===== src/design/sild_pkg.sv =====
package sild_pkg;

	localparam int unsigned ImagePixels = 20340;
	localparam int unsigned LineDepth   = 1024;
	localparam int unsigned PortCount   = 3;

	localparam int unsigned PosW    = 20;
	localparam int unsigned IdleW   = 17;
	localparam int unsigned ProdW   = 25;
	localparam logic [15:0] TimeoutReset = 16'd1000;
	localparam logic [7:0]  NewlineChar  = 8'h0A;

	typedef enum logic [3:0] {
		KIND_NONE      = 4'd0,
		KIND_CHAR      = 4'd1,
		KIND_LINE_END  = 4'd2,
		KIND_PORT      = 4'd3,
		KIND_IMG_BEGIN = 4'd4,
		KIND_IMG_BYTE  = 4'd5,
		KIND_IMG_LAST  = 4'd6,
		KIND_IMG_CLEAR = 4'd7,
		KIND_OVERFLOW  = 4'd8
	} kind_t;

	typedef struct packed {
		kind_t           kind;
		logic [1:0]      port;
		logic [PosW-1:0] index;
		logic [7:0]      data;
		logic [7:0]      bpp;
		logic [PosW-1:0] count;
	} result_t;

endpackage


===== src/design/serial_image_line_demux_top.sv =====
// Splits a serial byte stream into text line writes and image port transfers. Each
// request is either a received byte or a one millisecond tick and produces exactly one
// result (kind none for ticks and dropped bytes). One request is taken every clock cycle
// while the result side keeps up: the parse state and the image length product are
// updated in a single pass and the result lands in an output register. The idle timeout
// register is written through its own port; the user must write it only while no request
// is in flight, as the block itself does not enforce this.
module serial_image_line_demux_top (
	input  logic        clk,
	input  logic        arst_n,
	input  logic        in_valid,
	output logic        in_stall,
	input  logic        op,
	input  logic [7:0]  data_byte,
	input  logic        chunk_start,
	output logic        out_valid,
	input  logic        out_stall,
	output logic [3:0]  kind,
	output logic [1:0]  port,
	output logic [19:0] index,
	output logic [7:0]  data,
	output logic [7:0]  bits_per_pixel,
	output logic [19:0] byte_count,
	input  logic        cfg_valid,
	output logic        cfg_ready,
	input  logic [15:0] cfg_data
);

	localparam int unsigned PosW  = sild_pkg::PosW;
	localparam int unsigned IdleW = sild_pkg::IdleW;
	localparam int unsigned ProdW = sild_pkg::ProdW;

	logic [15:0]      timeout_q;
	logic             image_mode_q;
	logic [1:0]       active_port_q;
	logic [7:0]       pixel_depth_q;
	logic [PosW-1:0]  write_pos_q;
	logic [PosW-1:0]  image_bytes_q;
	logic [IdleW-1:0] idle_count_q;
	logic             drop_chunk_q;

	logic             image_mode_n;
	logic [1:0]       active_port_n;
	logic [7:0]       pixel_depth_n;
	logic [PosW-1:0]  write_pos_n;
	logic [PosW-1:0]  image_bytes_n;
	logic [IdleW-1:0] idle_count_n;
	logic             drop_chunk_n;

	logic             cur_mode;
	logic [1:0]       cur_port;
	logic [7:0]       cur_depth;
	logic [PosW-1:0]  cur_pos;
	logic [PosW-1:0]  cur_bytes;
	logic [PosW-1:0]  pos_inc;
	logic             restart;

	logic [ProdW-1:0] bits_prod;
	logic [ProdW-1:0] bits_round;
	logic [ProdW-4:0] len_wide;
	logic [PosW-1:0]  len_sat;

	sild_pkg::result_t res;
	sild_pkg::result_t res_q;
	logic              out_valid_q;
	logic              accept;

	assign accept    = in_valid && !in_stall;
	assign in_stall  = out_valid_q && out_stall;
	assign cfg_ready = 1'b1;

	assign restart   = chunk_start && (idle_count_q > {1'b0, timeout_q});
	assign cur_mode  = restart ? 1'b0 : image_mode_q;
	assign cur_port  = restart ? 2'd0 : active_port_q;
	assign cur_depth = restart ? 8'd0 : pixel_depth_q;
	assign cur_pos   = restart ? '0 : write_pos_q;
	assign cur_bytes = restart ? '0 : image_bytes_q;
	assign pos_inc   = cur_pos + PosW'(1);

	assign bits_prod  = ProdW'(sild_pkg::ImagePixels) * ProdW'(data_byte);
	assign bits_round = bits_prod + ProdW'(7);
	assign len_wide   = bits_round[ProdW-1:3];
	assign len_sat    = (len_wide > (ProdW-3)'({PosW{1'b1}})) ? {PosW{1'b1}}
	                                                          : len_wide[PosW-1:0];

	always_comb begin
		image_mode_n  = image_mode_q;
		active_port_n = active_port_q;
		pixel_depth_n = pixel_depth_q;
		write_pos_n   = write_pos_q;
		image_bytes_n = image_bytes_q;
		idle_count_n  = idle_count_q;
		drop_chunk_n  = drop_chunk_q;
		res           = '{kind: sild_pkg::KIND_NONE, default: '0};
		if (op) begin
			if (idle_count_q != {IdleW{1'b1}}) begin
				idle_count_n = idle_count_q + IdleW'(1);
			end
		end else if (!chunk_start && drop_chunk_q) begin
			res.kind = sild_pkg::KIND_NONE;
		end else begin
			image_mode_n  = cur_mode;
			active_port_n = cur_port;
			pixel_depth_n = cur_depth;
			write_pos_n   = cur_pos;
			image_bytes_n = cur_bytes;
			if (chunk_start) begin
				idle_count_n = '0;
				drop_chunk_n = 1'b0;
			end
			if (cur_mode) begin
				res.port = cur_port;
				if (cur_depth == 8'd0) begin
					if (data_byte == 8'd0) begin
						image_mode_n  = 1'b0;
						active_port_n = 2'd0;
						image_bytes_n = '0;
						write_pos_n   = '0;
						res.kind      = sild_pkg::KIND_IMG_CLEAR;
					end else begin
						pixel_depth_n = data_byte;
						image_bytes_n = len_sat;
						res.kind      = sild_pkg::KIND_IMG_BEGIN;
						res.bpp       = data_byte;
						res.count     = len_sat;
					end
				end else begin
					res.index = cur_pos;
					res.data  = data_byte;
					if (pos_inc >= cur_bytes) begin
						image_mode_n  = 1'b0;
						active_port_n = 2'd0;
						pixel_depth_n = 8'd0;
						write_pos_n   = '0;
						image_bytes_n = '0;
						res.kind      = sild_pkg::KIND_IMG_LAST;
						res.bpp       = cur_depth;
						res.count     = cur_bytes;
					end else begin
						write_pos_n = pos_inc;
						res.kind    = sild_pkg::KIND_IMG_BYTE;
					end
				end
			end else if (data_byte >= 8'd1 && data_byte <= 8'(sild_pkg::PortCount)) begin
				image_mode_n  = 1'b1;
				active_port_n = 2'(data_byte - 8'd1);
				pixel_depth_n = 8'd0;
				write_pos_n   = '0;
				image_bytes_n = '0;
				res.kind      = sild_pkg::KIND_PORT;
				res.port      = 2'(data_byte - 8'd1);
			end else if (cur_pos >= PosW'(sild_pkg::LineDepth - 1)) begin
				image_mode_n  = 1'b0;
				active_port_n = 2'd0;
				pixel_depth_n = 8'd0;
				write_pos_n   = '0;
				image_bytes_n = '0;
				drop_chunk_n  = 1'b1;
				res.kind      = sild_pkg::KIND_OVERFLOW;
			end else begin
				res.index = cur_pos;
				res.data  = data_byte;
				if (data_byte == sild_pkg::NewlineChar) begin
					write_pos_n = '0;
					res.kind    = sild_pkg::KIND_LINE_END;
					res.count   = pos_inc;
				end else begin
					write_pos_n = pos_inc;
					res.kind    = sild_pkg::KIND_CHAR;
				end
			end
		end
	end

	always_ff @(posedge clk or negedge arst_n) begin
		if (!arst_n) begin
			timeout_q     <= sild_pkg::TimeoutReset;
			image_mode_q  <= 1'b0;
			active_port_q <= 2'd0;
			pixel_depth_q <= 8'd0;
			write_pos_q   <= '0;
			image_bytes_q <= '0;
			idle_count_q  <= '0;
			drop_chunk_q  <= 1'b0;
			out_valid_q   <= 1'b0;
		end else begin
			if (cfg_valid && cfg_ready) begin
				timeout_q <= cfg_data;
			end
			if (accept) begin
				image_mode_q  <= image_mode_n;
				active_port_q <= active_port_n;
				pixel_depth_q <= pixel_depth_n;
				write_pos_q   <= write_pos_n;
				image_bytes_q <= image_bytes_n;
				idle_count_q  <= idle_count_n;
				drop_chunk_q  <= drop_chunk_n;
				out_valid_q   <= 1'b1;
			end else if (!out_stall) begin
				out_valid_q <= 1'b0;
			end
		end
	end

	always_ff @(posedge clk) begin
		if (accept) begin
			res_q <= res;
		end
	end

	assign out_valid      = out_valid_q;
	assign kind           = res_q.kind;
	assign port           = res_q.port;
	assign index          = res_q.index;
	assign data           = res_q.data;
	assign bits_per_pixel = res_q.bpp;
	assign byte_count     = res_q.count;

endmodule

===== config.mk =====
export PLATFORM = sky130hd
export DESIGN_NAME = serial_image_line_demux_top
export DESIGN_NICKNAME = d
export VERILOG_FILES = /design/src/design/sild_pkg.sv /design/src/design/serial_image_line_demux_top.sv
export SDC_FILE = /design/constraint.sdc
export NUM_CORES = 1
export LEC_CHECK = 0
export BUFFER_PORTS_ARGS = -buffer_cell sky130_fd_sc_hd__buf_2
export CAP_MARGIN = 20
export CORE_MARGIN = 3
export CORE_UTILIZATION = 30
export DETAILED_ROUTE_END_ITERATION = 10
export HOLD_SLACK_MARGIN = 0.12
export MAX_ROUTING_LAYER = met4
export PLACE_DENSITY = 0.54
export SETUP_SLACK_MARGIN = 0.2
export SLEW_MARGIN = 5
export SYNTH_ARGS = -nofsm -noshare
export SYNTH_HDL_FRONTEND = slang
export SYNTH_SLANG_ARGS = --single-unit

===== constraint.sdc =====
create_clock -name clk -period 5.9 [get_ports clk]
set_input_delay 1.18 -clock clk [delete_from_list [all_inputs] [get_ports clk]]
set_output_delay 1.18 -clock clk [all_outputs]
set_load 0.005 [all_outputs]

==> qor.csv <==
metric;value;unit
worst slew pin tran;1.04;ns
share of the yosys chip area belonging to registers;0.390;
required arrival time at the worst endpoint;6.16;ns
global-route wire length before repair;44600;um
Placed Cells;1716;
highest net fanout along the worst path;5;
setup slack after layout;0.317;ns
number of detailed-routing iterations run before antenna repair;5;
WP data arrival;5.84;ns
cell count after synthesis;1084;
DIE AREA;36600;sq um
maximum buffer depth of the clock tree;2;
slowest cell delay on critical path;0.54;ns
total count of max-transition violations in the final report;0;
synth top area cells;sky130_fd_sc_hd__dfrtp_1, sky130_fd_sc_hd__edfxtp_1, sky130_fd_sc_hd__ha_1;
critical hold path startpoint;image_bytes_q[0];
cell at the root of the clock tree;sky130_fd_sc_hd__clkbuf_16;
beginning of the worst register-to-register path;timeout_q[8];
syn_nets;1241;
Crit Reg-Reg Endpoint;write_pos_q[4];
hold bufs inserted after CTS;0;
Warnings, synthesis;0;
remaining global-route overflow;0;
detailed router's first-iteration violation count;732;
kind of end point of the critical path;flop;
Global Route Usage Sum;0.158;
# nets final;1460;
clock-pin transition on the worst setup and hold timing paths;0.06;ns
gp weighted congestion;0.852;
ratio of cells with drive above 1 in the final layout;0.282;
f_max;0.179;GHz
primary flip-flop cell chosen by synthesis mapping;sky130_fd_sc_hd__dfrtp_1;
DIE WIDTH;191;um
Hold Path Depth;2;
class of the most critical setup path;input pin to flop;
largest area contributor in the netlist;sky130_fd_sc_hd__dfrtp_1;
Leak Pwr;6.21;nW
Residual DRC;0;
most frequent cells in the layout;sky130_fd_sc_hd__buf_4, sky130_fd_sc_hd__nand2_1, sky130_fd_sc_hd__inv_1, sky130_fd_sc_hd__buf_2;
CP Cell Sequence;clkbuf_4 -> fa_2 -> ha_4 -> inv_2 -> fa_1 -> fa_1 -> inv_1 -> ha_4 -> a211o_1 -> a211o_1 -> a221oi_2 -> xnor2_1 -> or3b_4 -> nor4_4 -> buf_6 -> buf_6 -> nor3_1 -> o21ai_1;
total power divided by cell area;442;nW/um^2
worst slack after detailed placement;-0.429;ns
register bit count reported by yosys;148;
clock insertion delay at the later pin of the skew report;0.44;ns
time the final worst path needs with I/O delays and setup;5.58;ns
vias per cell;4.84;
slowest cell on the critical path;sky130_fd_sc_hd__fa_2;
launching element type of the critical path;input pin;
worst hold endpoint;image_bytes_q[0];
Row Count;67;
register-to-register setup slack;0.49;ns
setup repair after global routing missed its margin;true;
final worst clock skew;0.0182;ns
IO Port Bufs;94;
number of buffers created by CTS;17;
HPWL after detailed placement;21400;um
Detailed Route WL;28000;um
post-synth top area share;0.194;
pin count of the biggest net entering global routing;70;
period utilization;0.946;
# IOs;96;
VDD IR-drop max;0.294;mV
total vias in the final route;8551;
Crit path max-delay family;adder cells;
CTS tree;yes;
Slew HR;0.299;
effective utilization at floorplan;0.306;
antenna-violating nets left;0;
average wire per cell in the routed design;15.9;um
run status;finished, final reports clean;
WP buf/inv;5;
final hold violation count;0;
Async S/R FF share, synth;0.581;
number of violations of the max-capacitance limit;0;
number of global-route vias before repair;8365;
synthesized area;10300;sq um
number of standard cells in the final layout excluding fillers;1765;
commonest non-fill, non-tap cell in the layout;sky130_fd_sc_hd__buf_4;
number of clock sinks;148;
worst min-delay path category;flop to flop;
synth-to-layout area growth;29.8;%
number of synthesized flops with an enable pin;62;
Core Area;33700;sq um
Chip Height;191;um
antenna violations before repair;0;
htree depth;4;
count of endpoints failing setup in the final report;0;
count of distinct cell types in the synthesized netlist;75;
average footprint of a synthesized cell;9.51;sq um
R2R cell count;26;
## kinds of logic after synthesis
kind of cell | count (synthesis) | share of synthesized area
flops | 148 | 0.390
buf+inv | 143 | 0.0539
simple gates | 368 | 0.178
xor+xnor | 44 | 0.0374
other cells | 1 | 0.000364
mux | 6 | 0.00619
fa+ha+maj | 126 | 0.173
compound gates | 248 | 0.162
## metrics by stage
step / utilization / TNS [ns] / hold WS (ns) / instance area, sq um / power (mW)
finish: 0.397 / 0 / 0.507 / 13400 / 5.92
global route: 0.397 / 0 / 0.529 / 13400 / 6.39
CTS: 0.384 / 0 / 0.511 / 12900 / 5.72
detailed placement: 0.362 / -11.17 / 0.496 / 12200 / 4.47
global placement: 0.362 / -7.17 / 0.490 / 12200 / 4.43
floorplan: - / -1.85 / 0.470 / 10300 / 3.25
## synthesized netlist by cell type (15+ instances only)
| cell type | count |
|---|---|
| sky130_fd_sc_hd__dfrtp_1 | 80 |
| sky130_fd_sc_hd__o21ai_0 | 64 |
| sky130_fd_sc_hd__nand2_1 | 123 |
| sky130_fd_sc_hd__a21oi_1 | 47 |
| sky130_fd_sc_hd__ha_1 | 99 |
| sky130_fd_sc_hd__xnor2_1 | 20 |
| sky130_fd_sc_hd__nand3_1 | 36 |
| sky130_fd_sc_hd__a22o_1 | 21 |
| sky130_fd_sc_hd__clkbuf_1 | 30 |
| sky130_fd_sc_hd__a21o_1 | 15 |
| sky130_fd_sc_hd__and3_1 | 30 |
| sky130_fd_sc_hd__nor3_1 | 19 |
| sky130_fd_sc_hd__inv_1 | 104 |
| sky130_fd_sc_hd__and2_1 | 16 |
| sky130_fd_sc_hd__a22oi_1 | 16 |
| sky130_fd_sc_hd__edfxtp_1 | 62 |
| sky130_fd_sc_hd__fa_1 | 27 |
| sky130_fd_sc_hd__nand4_1 | 15 |
| sky130_fd_sc_hd__xor2_1 | 24 |
| sky130_fd_sc_hd__nor2_1 | 69 |
## area by class of cell
| class | count | area, sq um |
|---|---|---|
| clock buffers | 18 | 429 |
| inverters | 104 | 395 |
| flip-flops and latches | 148 | 4020 |
| well taps | 448 | 561 |
| clock inverters | 14 | 134 |
| diodes | 1 | 2.50 |
| repair buffers | 239 | 1640 |
| multi-input cells | 793 | 6200 |
| fillers | 3419 | 20300 |
## worst max path at each step
stage                      to  slack (ns)  depth (start not counted)          from
2_1_floorplan  byte_count[11]       -0.13                         19  data_byte[6]
3_3_place_gp   byte_count[12]       -0.39                         19  data_byte[6]
3_5_place_dp   byte_count[18]       -0.43                         19  data_byte[6]
4_1_cts         byte_count[1]        0.18                         21  data_byte[5]
5_1_grt         byte_count[2]        0.12                         23  data_byte[4]
6_report       byte_count[15]        0.32                         18  data_byte[4]
## where the power goes
group / total (mW) / leakage, nW / internal, mW / switching, mW
logic: 3.50 / 4.19 / 1.68 / 1.82
clock network: 1.05 / 0.274 / 0.558 / 0.488
registers: 1.38 / 1.74 / 1.25 / 0.123
total: 5.92 / 6.21 / 3.49 / 2.43
## layer usage
metal  global-route usage  vias up  wire length, um
met5                    -        -                0
met1                0.210     4078            13300
li1                     -     4308                -
met2                0.257      141            13400
met3               0.0193       24              893
met4               0.0373        0              403
## registers in the layout, indices dropped and copies added (netlist names), 2 cells and up
| name | flops |
|---|---|
| timeout_q | 16 |
| index | 20 |
| port | 2 |
| write_pos_q | 20 |
| idle_count_q | 17 |
| kind | 4 |
| pixel_depth_q | 8 |
| data | 8 |
| image_bytes_q | 20 |
| bits_per_pixel | 8 |
| byte_count | 20 |
| active_port_q | 2 |
## worst reg2reg max path, cell delays in order, from the launching register on
cell and delay (ns):
sky130_fd_sc_hd__dfstp_2 0.52, sky130_fd_sc_hd__inv_1 0.04, sky130_fd_sc_hd__ha_1 0.32, sky130_fd_sc_hd__nand4_1 0.12, sky130_fd_sc_hd__or3_1 0.38, sky130_fd_sc_hd__o221a_4 0.27, sky130_fd_sc_hd__o31ai_4 0.09, sky130_fd_sc_hd__and2_4 0.23
sky130_fd_sc_hd__ha_4 0.14, sky130_fd_sc_hd__nand3_2 0.11, sky130_fd_sc_hd__nor2_4 0.14, sky130_fd_sc_hd__nand3_1 0.10, sky130_fd_sc_hd__or2_2 0.33, sky130_fd_sc_hd__and2_1 0.17, sky130_fd_sc_hd__o21a_1 0.20, sky130_fd_sc_hd__ha_1 0.29
sky130_fd_sc_hd__nand2_1 0.08, sky130_fd_sc_hd__o21a_1 0.11, sky130_fd_sc_hd__o221ai_1 0.13, sky130_fd_sc_hd__a311oi_2 0.37, sky130_fd_sc_hd__clkbuf_16 0.21, sky130_fd_sc_hd__buf_4 0.14, sky130_fd_sc_hd__nand3_2 0.11, sky130_fd_sc_hd__a211oi_4 0.35
sky130_fd_sc_hd__buf_6 0.18, sky130_fd_sc_hd__a21oi_1 0.07, sky130_fd_sc_hd__mux2i_1 0.15
## timing repair
| action | 4_1_cts | 5_1_grt |
|---|---|---|
| pin swaps | 5 | 49 |
| setup endpoints to repair | 22 | 68 |
| gates resized for setup | 18 | 88 |
| gates cloned | 1 | 1 |
| buffers inserted | 6 | 8 |
No activity file was read; power rests on OpenSTA's default activity.
